--- src/rtl/bae_pkg.sv ---
// Shared types and constants of the binary arithmetic encoder.
package bae_pkg;

	localparam int BOUND_BITS = 32;
	localparam int BYTE_BITS  = 8;
	localparam int BURST_LEN  = 4;
	localparam int BURST_BITS = 2;

	localparam logic OP_ENCODE = 1'b0;
	localparam logic OP_FLUSH  = 1'b1;

	localparam logic [BOUND_BITS-1:0] LOW_RESET  = '0;
	localparam logic [BOUND_BITS-1:0] HIGH_RESET = '1;
	localparam logic [BYTE_BITS-1:0]  FILL_BYTE  = '1;

	typedef struct packed {
		logic flush;
		logic bit_value;
	} item_ctrl_t;

	typedef enum logic [1:0] {
		ST_IDLE,
		ST_MUL,
		ST_UPD,
		ST_EMIT
	} coder_state_t;

endpackage

--- src/rtl/bae_front.sv ---
// Front end: accepts requests, clamps the probability and queues them for the coder.
module bae_front
	import bae_pkg::*;
#(
	parameter int PROB_BITS = 12
) (
	input  logic                 clk,
	input  logic                 arst_n,
	input  logic                 push,
	output logic                 full,
	input  logic                 operation,
	input  logic                 bit_value,
	input  logic [PROB_BITS-1:0] probability,
	output logic                 item_valid,
	output item_ctrl_t           item_ctrl,
	output logic [PROB_BITS-1:0] item_prob,
	input  logic                 item_take
);

	localparam int DEPTH = 2;
	localparam int PTR_BITS = 1;
	localparam int CNT_BITS = 2;
	localparam logic [PROB_BITS-1:0] P_MIN = PROB_BITS'(1);
	localparam logic [PROB_BITS-1:0] P_MAX = {{(PROB_BITS-1){1'b1}}, 1'b0};

	item_ctrl_t           ctrl_q [DEPTH];
	logic [PROB_BITS-1:0] prob_q [DEPTH];
	logic [PTR_BITS-1:0]  wr_ptr_q;
	logic [PTR_BITS-1:0]  rd_ptr_q;
	logic [CNT_BITS-1:0]  cnt_q;
	logic                 push_ok;
	logic                 take_ok;
	logic [PROB_BITS-1:0] prob_clamped;
	item_ctrl_t           ctrl_in;

	assign full = (cnt_q == CNT_BITS'(DEPTH));
	assign push_ok = push && !full;
	assign take_ok = item_take && (cnt_q != '0);

	always_comb begin
		if (probability == '0) begin
			prob_clamped = P_MIN;
		end else if (&probability) begin
			prob_clamped = P_MAX;
		end else begin
			prob_clamped = probability;
		end
		ctrl_in.flush = (operation == OP_FLUSH);
		ctrl_in.bit_value = bit_value;
	end

	always_ff @(posedge clk) begin
		if (push_ok) begin
			ctrl_q[wr_ptr_q] <= ctrl_in;
			prob_q[wr_ptr_q] <= prob_clamped;
		end
	end

	always_ff @(posedge clk or negedge arst_n) begin
		if (!arst_n) begin
			wr_ptr_q <= '0;
			rd_ptr_q <= '0;
			cnt_q <= '0;
		end else begin
			if (push_ok) begin
				wr_ptr_q <= wr_ptr_q + PTR_BITS'(1);
			end
			if (take_ok) begin
				rd_ptr_q <= rd_ptr_q + PTR_BITS'(1);
			end
			case ({push_ok, take_ok})
				2'b10: cnt_q <= cnt_q + CNT_BITS'(1);
				2'b01: cnt_q <= cnt_q - CNT_BITS'(1);
				default: cnt_q <= cnt_q;
			endcase
		end
	end

	assign item_valid = (cnt_q != '0);
	assign item_ctrl = ctrl_q[rd_ptr_q];
	assign item_prob = prob_q[rd_ptr_q];

	a_cnt_bound: assert property (@(posedge clk) disable iff (!arst_n)
		cnt_q <= CNT_BITS'(DEPTH))
		else $error("request queue count out of range");

	a_no_take_empty: assert property (@(posedge clk) disable iff (!arst_n)
		(cnt_q == '0) |=> (cnt_q <= CNT_BITS'(1)))
		else $error("request queue count jumped from empty");

endmodule

--- src/rtl/bae_back.sv ---
// Back end: interval update, byte renormalization and the result register.
module bae_back
	import bae_pkg::*;
#(
	parameter int PROB_BITS = 12
) (
	input  logic                 clk,
	input  logic                 arst_n,
	input  logic                 item_valid,
	input  item_ctrl_t           item_ctrl,
	input  logic [PROB_BITS-1:0] item_prob,
	output logic                 item_take,
	output logic                 empty,
	input  logic                 pop,
	output logic [BYTE_BITS-1:0] out_byte,
	output logic                 run_end
);

	localparam int PROD_BITS = BOUND_BITS + PROB_BITS;

	coder_state_t              state_q;
	coder_state_t              state_d;
	logic [BOUND_BITS-1:0]     low_q;
	logic [BOUND_BITS-1:0]     high_q;
	logic [BOUND_BITS-1:0]     span_q;
	logic [PROB_BITS-1:0]      prob_q;
	logic [PROD_BITS-1:0]      prod_q;
	logic                      bit_q;
	logic                      flush_q;
	logic [BURST_BITS-1:0]     cnt_q;
	logic                      out_valid_q;
	logic [BYTE_BITS-1:0]      out_byte_q;
	logic                      run_end_q;

	logic                      pop_ok;
	logic                      can_write;
	logic                      agree;
	logic                      emit;
	logic                      last;
	logic                      write_out;
	logic [BOUND_BITS-1:0]     mid;

	assign pop_ok = pop && out_valid_q;
	assign can_write = !out_valid_q || pop_ok;
	assign agree = (low_q[31:24] == high_q[31:24]);
	assign mid = low_q + prod_q[PROB_BITS +: BOUND_BITS] + BOUND_BITS'(!bit_q);

	// A flush always sends four bytes; an encode sends while the top bytes agree.
	always_comb begin
		emit = flush_q || agree;
		if (flush_q) begin
			last = (cnt_q == BURST_BITS'(BURST_LEN - 1));
		end else begin
			last = (cnt_q == BURST_BITS'(BURST_LEN - 1)) || (low_q[23:16] != high_q[23:16]);
		end
	end

	always_comb begin
		state_d = state_q;
		case (state_q)
			ST_IDLE: begin
				if (item_valid) begin
					state_d = item_ctrl.flush ? ST_EMIT : ST_MUL;
				end
			end
			ST_MUL: state_d = ST_UPD;
			ST_UPD: state_d = ST_EMIT;
			ST_EMIT: begin
				if (!emit) begin
					state_d = ST_IDLE;
				end else if (can_write && last) begin
					state_d = ST_IDLE;
				end
			end
			default: state_d = ST_IDLE;
		endcase
	end

	always_comb begin
		item_take = 1'b0;
		write_out = 1'b0;
		case (state_q)
			ST_IDLE: item_take = item_valid;
			ST_EMIT: write_out = emit && can_write;
			default: begin
				item_take = 1'b0;
				write_out = 1'b0;
			end
		endcase
	end

	always_ff @(posedge clk or negedge arst_n) begin
		if (!arst_n) begin
			state_q <= ST_IDLE;
			low_q <= LOW_RESET;
			high_q <= HIGH_RESET;
			flush_q <= 1'b0;
			cnt_q <= '0;
			out_valid_q <= 1'b0;
		end else begin
			state_q <= state_d;
			if (item_take) begin
				flush_q <= item_ctrl.flush;
				cnt_q <= '0;
			end
			if (state_q == ST_UPD) begin
				if (bit_q) begin
					high_q <= mid;
				end else begin
					low_q <= mid;
				end
			end
			if (write_out) begin
				high_q <= {high_q[23:0], FILL_BYTE};
				if (!flush_q) begin
					low_q <= {low_q[23:0], {BYTE_BITS{1'b0}}};
				end
				if (last) begin
					cnt_q <= '0;
				end else begin
					cnt_q <= cnt_q + BURST_BITS'(1);
				end
			end
			if (write_out) begin
				out_valid_q <= 1'b1;
			end else if (pop_ok) begin
				out_valid_q <= 1'b0;
			end
		end
	end

	always_ff @(posedge clk) begin
		if (item_take) begin
			span_q <= high_q - low_q;
			prob_q <= item_prob;
			bit_q <= item_ctrl.bit_value;
		end
		if (state_q == ST_MUL) begin
			prod_q <= {{PROB_BITS{1'b0}}, span_q} * {{BOUND_BITS{1'b0}}, prob_q};
		end
		if (write_out) begin
			out_byte_q <= high_q[31:24];
			run_end_q <= last;
		end
	end

	assign empty = !out_valid_q;
	assign out_byte = out_byte_q;
	assign run_end = run_end_q;

	a_idle_cnt: assert property (@(posedge clk) disable iff (!arst_n)
		(state_q == ST_IDLE) |-> (cnt_q == '0))
		else $error("burst counter not cleared between requests");

	a_mul_after_idle: assert property (@(posedge clk) disable iff (!arst_n)
		(state_q == ST_MUL) |-> ($past(state_q) == ST_IDLE && !flush_q))
		else $error("multiply step entered without an encode request");

	a_write_sets_valid: assert property (@(posedge clk) disable iff (!arst_n)
		write_out |=> out_valid_q)
		else $error("emitted byte not held in result register");

	a_no_overwrite: assert property (@(posedge clk) disable iff (!arst_n)
		(out_valid_q && !pop) |-> !write_out)
		else $error("result register overwritten before it was taken");

endmodule

--- src/rtl/binary_arithmetic_encoder.sv ---
// Top level of the binary arithmetic encoder: request queue front end and coder back end.
//
// Requests enter through push/full: operation selects encode (one bit with its
// probability of a one, in 2^-PROB_BITS units, clamped to 1 .. 2^PROB_BITS-2) or
// flush (the four bytes of the high bound). Coded bytes leave through empty/pop,
// most significant first; run_end marks the last byte caused by a request.
// A two-entry request queue parts the input from the coder, and a one-entry
// result register parts the coder from the receiver.
// Steps in the coder: an encode latches the request, multiplies, updates the bound
// and then emits its bytes, holding while the result register is full; the emit
// state is still entered when no byte is due. A flush goes from the latch straight
// to the emit state. The interval multiply of a 32-bit span by the probability is
// registered before the bound update.
// Reset clears the request queue and the result register and sets the bounds to zero and all ones.
// When the receiver stops popping, the coder holds its byte and stops, and the
// request queue fills up and raises full.
module binary_arithmetic_encoder
	import bae_pkg::*;
#(
	parameter int PROB_BITS = 12
) (
	input  logic                 clk,
	input  logic                 arst_n,
	input  logic                 push,
	output logic                 full,
	input  logic                 operation,
	input  logic                 bit_value,
	input  logic [PROB_BITS-1:0] probability,
	output logic                 empty,
	input  logic                 pop,
	output logic [BYTE_BITS-1:0] out_byte,
	output logic                 run_end
);

	logic                 item_valid;
	item_ctrl_t           item_ctrl;
	logic [PROB_BITS-1:0] item_prob;
	logic                 item_take;

	bae_front #(
		.PROB_BITS(PROB_BITS)
	) u_front (
		.clk        (clk),
		.arst_n     (arst_n),
		.push       (push),
		.full       (full),
		.operation  (operation),
		.bit_value  (bit_value),
		.probability(probability),
		.item_valid (item_valid),
		.item_ctrl  (item_ctrl),
		.item_prob  (item_prob),
		.item_take  (item_take)
	);

	bae_back #(
		.PROB_BITS(PROB_BITS)
	) u_back (
		.clk       (clk),
		.arst_n    (arst_n),
		.item_valid(item_valid),
		.item_ctrl (item_ctrl),
		.item_prob (item_prob),
		.item_take (item_take),
		.empty     (empty),
		.pop       (pop),
		.out_byte  (out_byte),
		.run_end   (run_end)
	);

endmodule

--- config.mk ---
export PLATFORM = sky130hd
export DESIGN_NAME = binary_arithmetic_encoder
export DESIGN_NICKNAME = d
export VERILOG_FILES = /design/src/rtl/bae_pkg.sv /design/src/rtl/bae_front.sv /design/src/rtl/bae_back.sv /design/src/rtl/binary_arithmetic_encoder.sv
export SDC_FILE = /design/constraint.sdc
export NUM_CORES = 1
export LEC_CHECK = 0
export ABC_AREA = 1
export ABC_CLOCK_PERIOD_IN_PS = 4350
export BUFFER_PORTS_ARGS = -buffer_cell sky130_fd_sc_hd__buf_2
export CAP_MARGIN = 10
export CORE_MARGIN = 8
export CORE_UTILIZATION = 50
export DETAILED_ROUTE_END_ITERATION = 12
export GPL_TIMING_DRIVEN = 0
export PLACE_DENSITY = 0.66
export SYNTH_ARGS = -nofsm -noshare
export SYNTH_HDL_FRONTEND = slang
export SYNTH_SLANG_ARGS = --single-unit
--- constraint.sdc ---
create_clock -name clk -period 4.35 [get_ports clk]
set_input_delay 0.435 -clock clk [delete_from_list [all_inputs] [get_ports clk]]
set_output_delay 0.435 -clock clk [all_outputs]
set_load 0.01 [all_outputs]
### Word level (Yosys, flattened, before mapping)

Memories as Yosys holds them, arrays and structs flattened. A register that Yosys moved wholly into a read port is not among the register bits.
Cells that the tools add are included.

| word-level totals | value |
|---|---|
| register bits | 160 |
| bits in writable memories | 28 |
| input bits | 18 |
| output and inout bits | 11 |
| word-level logic and storage cells | 83 |
| memories | 2 |

| cells by class | value |
|---|---|
| $add $sub $neg | 8 |
| $mul | 1 |
| eq/ne operators | 11 |
| mux-type cells | 25 |
| reductions and logical operators | 22 |

Memories:

| memory | words | bits a word | rd ports | clocked after memory_dff | write ports | line | text |
|---|---|---|---|---|---|---|---|
| u_front.prob_q | 2 | 12 | 1 | 1 | 1 | bae_front.sv:27 | `logic [PROB_BITS-1:0] prob_q [DEPTH];` |
| u_front.ctrl_q | 2 | 2 | 1 | 0 | 1 | bae_front.sv:26 | `item_ctrl_t ctrl_q [DEPTH];` |

Operator list:

| cell | number |
|---|---|
| two-way mux 32 bit | 7 |
| multiplier 32 x 12 -> 44 bit | 1 |
| adder 32 x 1 -> 32 bit | 1 |
| adder 32 bit | 1 |
| subtractor 32 bit | 1 |
| two-way mux 12 bit | 2 |
| two-way mux 2 bit | 7 |
| zero test 12 bit | 1 |
| AND reduction 12 bit | 1 |
| nonzero test 2 bit | 6 |
| equality test 2 bit (second input constant) | 5 |
| equality test 8 bit | 1 |
| inequality test 8 bit | 1 |
| one-hot mux 2 bit (4 select lines) | 1 |
| two-way mux 1 bit | 7 |
| logical AND 1 bit | 5 |
| adder 2 x 1 -> 2 bit (second input constant) | 2 |
| equality test 2 x 1 -> 1 bit (second input constant) | 2 |
| one-hot mux 2 bit (2 select lines) | 1 |
| AND reduction 2 bit | 2 |
| zero test 1 bit | 3 |
| logical OR 1 bit | 3 |
| inequality test 3 bit (second input constant) | 1 |
| adder 1 bit (second input constant) | 2 |
| 3 further kinds | 3 |

### Depth between registers and ports, before layout

| logic depth | value |
|---|---|
| depth in word-level cells | 7 |
| mapped depth | 25 |
| depth with buffers taken out | 24 |

### By module

A second synthesis with hierarchy kept.

| unflattened totals | value |
|---|---|
| cells, all modules | 3203 |
| area total of the unflattened synthesis | 24014.3 sq um |

Modules (own cells, without submodules):

| module | times used | cells an instance | area each (sq um) | seq. area each (sq um) |
|---|---|---|---|---|
| bae_back | 1 | 3072 | 22653.0 | 4374.2 |
| bae_front | 1 | 131 | 1361.3 | 940.9 |

### Least setup slack after synthesis

OpenSTA, ideal clock, no wires.

| timing | value |
|---|---|
| path type | reg-to-reg |
| start | register u_back.prob_q[6], read port of u_front.prob_q |
| end | register u_back.prod_q[38] (data pin) |
| setup time | 0.252 ns |
| arrival time | 4.564 ns |
| required time | 4.098 ns |
| slack | -0.466 ns |
| stages on the path, launching flop included | 21 |
| buffers on the path | 1 |
| clock period less this slack | 4.816 ns |
| cells stage by stage | edfxtp_1 clkbuf_1 nand2_1 fa_1 inv_1 fa_1 fa_1 fa_1 inv_1 fa_1 inv_1 ha_1 inv_1 o21ai_0 o21bai_1 a21oi_1 nor2_1 nor3_1 nand2_1 nand2_1 nand2_1 |

| on the way | value |
|---|---|
| word-level cells in the longest chain between the ends | 1 |

RTL lines:

| what | line | text |
|---|---|---|
| from (decl) | bae_back.sv:26 | `logic [PROB_BITS-1:0] prob_q;` |
| multiplier 32 x 12 -> 44 bit | bae_back.sv:139 | `prod_q <= {{PROB_BITS{1'b0}}, span_q} * {{BOUND_BITS{1'b0}}, prob_q};` |
| to (signal assigned) | bae_back.sv:139 |  |
| to (decl) | bae_back.sv:27 | `logic [PROD_BITS-1:0] prod_q;` |

No other way between the ends.
A chain may end at the register's enable or synchronous reset.

### Worst setup path after layout

| timing | value |
|---|---|
| start | register u_back.span_q[9] |
| end | register u_back.prod_q[24] (data pin) |

| on the way | value |
|---|---|
| word-level cells in the longest chain between the ends | 1 |

RTL lines:

| what | line | text |
|---|---|---|
| from (decl) | bae_back.sv:25 | `logic [BOUND_BITS-1:0] span_q;` |
| from (signal assigned) | bae_back.sv:134 | `span_q <= high_q - low_q;` |
| multiplier 32 x 12 -> 44 bit | bae_back.sv:139 |  |

No other way between the ends.

==> run metrics <==
outcome finished, violations left; failing checks negative setup slack; Max Slew Vio Count 0; fin crit period 5.23 ns; Worst-path clk slew 0.08 ns; DRC 0; Vias/cell 5.51; Post-Synth Adder-Cell Area 33.5%; synth cell count leaders 890 x nand2_1, 672 x inv_1, 302 x fa_1; Synth Warn # 0; die area 54300 um^2; RSZ-0062 raised after global routing true; mean post-synth cell area 7.72 um^2; Worst Max-Slew Pin Slew 0.750 ns; Die X 233 um; simple-gate share of the synthesized area 21.0%; antenna violations before repair 0; Crit path required time 4.56 ns; hold path start bit_value; Compound-Gate Fraction of Synth Area 8.09%; Netlist cell types 42; Detailed Routing Iterations Pass 1 8; Hold Path Class input port to flip-flop; Reg2Reg Setup Slack -0.88 ns; ys flop type edfxtp_1; CP endpoint kind flip-flop; die span in y 233 um; CTS root buf clkbuf_16; Startpoint Class flip-flop; share of the synthesized area in the top cell type 25.7%; most frequent cell after synthesis nand2_1; clock sinks 188; Post-Route Utilization 60.9%; drt initial violations 1763; NumNets Final 3666; CTS HTree Levels 4; final setup vio count 32; core footprint 46600 um^2; CTS tree built; Post-Synth XOR/XNOR Area 2.34%; Hold Path End u_front.ctrl_q[1][0]; Syn Nets 3518; # fillers 4050; asr flop ratio synth 39.4%; Reg2Reg Depth 20; mux cell area share after synthesis 0%; number of synthesized register bits 188; Max FO, Critical Path 10; via count 21037; worst skew pair latency 0.46 ns; fmax 191 MHz; Worst Path Arrival 5.43 ns; gr ovfl total 0; GRT Total Usage 29.4%; hold path cells 1; IO buf count 28; setup ws final -0.875 ns; wire per inst 20.8 um; Initial Util 50.6%; synthesized cell area 23500 um^2; EDFF count, synth 114; Antenna Nets Post-Route 0; clock buffer depth 2; largest area contributor in the netlist fa_1; Inserted Diodes 0; Final period util 120%; IO Count 29; top post-synthesis cells by area fa_1 26%, edfxtp_1 15%, nand2_1 14%; Routed WL 79500 um; Max transition margin 49.5%; Final Skew 0.0187 ns; Fin. Hold Viols 0; worst r2r src u_back.span_q[9]; Area Overhead vs Synth 20.5%; via count of the first global-routing pass 21706; first-pass GRT wire length 122000 um; Seq/Total Area, Yosys 22.6%; RD Place Congestion 0.952; pin count of the biggest net entering global routing 67; detailed-placement wirelength estimate 63400 um; # rows 79; CTS buffer count 17; share of layout cells above drive strength 1 19.4%; largest family of logic cells by synthesized area adder cells; reg2reg end u_back.prod_q[24]; Syn Inst Count 3051; Crit Path Category flip-flop to flip-flop; Max Cap Viol 0
cell families after synthesis:
logic type | Yosys count
compound gates | 331
xor+xnor | 63
fa+ha+maj | 449
buf+inv | 778
flops | 188
simple gates | 1242
sequential cells by signal, summed over array words and instances (netlist names):
signal	count
u_back.span_q	32
u_back.state_q	2
u_front.rd_ptr_q	1
u_back.out_byte	8
u_front.wr_ptr_q	1
u_back.low_q	32
u_back.cnt_q	2
u_back.out_valid_q	1
u_back.run_end	1
u_front.prob_q	24
u_back.high_q	32
u_back.prob_q	12
u_front.ctrl_q	4
u_back.bit_q	1
u_back.prod_q	32
u_front.cnt_q	2
u_back.flush_q	1
final cells by class:
class | count | area, um^2 | area share [%]
Clock buffer | 19 | 443 | 1.56
Inverter | 679 | 2550 | 9.00
Tap cell | 607 | 759 | 2.68
Clock inverter | 13 | 150 | 0.529
Multi-Input combinational cell | 2085 | 17000 | 59.8
Buffer | 95 | 888 | 3.13
Sequential cell | 188 | 5320 | 18.7
Timing Repair Buffer | 133 | 1280 | 4.52
critical path: stages (launching register included):
cell and delay [ns]:
edfxtp_1 0.44, clkbuf_4 0.28, nand2_1 0.10, fa_1 0.51, fa_1 0.51, inv_1 0.05
fa_1 0.49, fa_1 0.49, inv_1 0.07, fa_1 0.53, inv_2 0.06, ha_4 0.29
nand2_4 0.12, nor2_2 0.06, buf_4 0.14, a21oi_4 0.19, nand2_2 0.12, buf_4 0.17
buf_4 0.13, a21oi_2 0.13, xnor2_1 0.11
routing by layer:
layer  share of wire (%)  track usage (%)
met3                 6.0             3.50
met5                   0                0
met1                  40             37.5
met4                 6.0             14.9
met2                  48             49.0
worst max path at each step:
stage                           start                 to  depth (start not counted)
floorplan            u_back.prob_q[6]  u_back.prod_q[36]                         21
finish               u_back.span_q[9]  u_back.prod_q[24]                         20
global route        u_back.prob_q[11]  u_back.prod_q[30]                         23
detailed placement   u_back.prob_q[8]  u_back.prod_q[38]                         18
CTS                  u_back.prob_q[6]  u_back.prod_q[41]                         21
global placement     u_back.prob_q[8]  u_back.prod_q[38]                         18
layout by cell type (no fill, tap or decap), types with 59 or more instances in the layout:
master	n
fa_1	279
nand3_1	98
inv_2	61
nand2_1	805
o21ai_0	71
edfxtp_1	114
nand2_2	59
inv_1	616
buf_4	71
a21oi_1	101
ha_1	118
nor2_1	123
repair_timing:
item                                    in CTS  in global routing
cloned                                       2                  5
setup buffers                               58                 35
pin swaps                                  125                103
gates resized for setup                    274                217
hold buffers                                 1                  0
endpoints found under the hold margin        8                  0
endpoints found under the setup margin      32                 32
through the flow:
step	setup TNS (ns)	cells	setup slack [ns]	instance area, um^2	hold slack [ns]
after floorplan	-4.72	3051	-0.274	24200	0.139
after global placement	-38.18	3686	-1.43	25100	0.484
after detailed placement	-36.89	3689	-1.40	25100	0.280
after CTS	-21.73	3778	-0.815	27200	0.142
after global routing	-27.69	3819	-1.02	28400	0.153
final	-23.49	3819	-0.875	28400	0.166
Power is left out: the tool's default activity adds up to more than one toggle a clock period on the data nets, which glitch-free logic cannot reach.
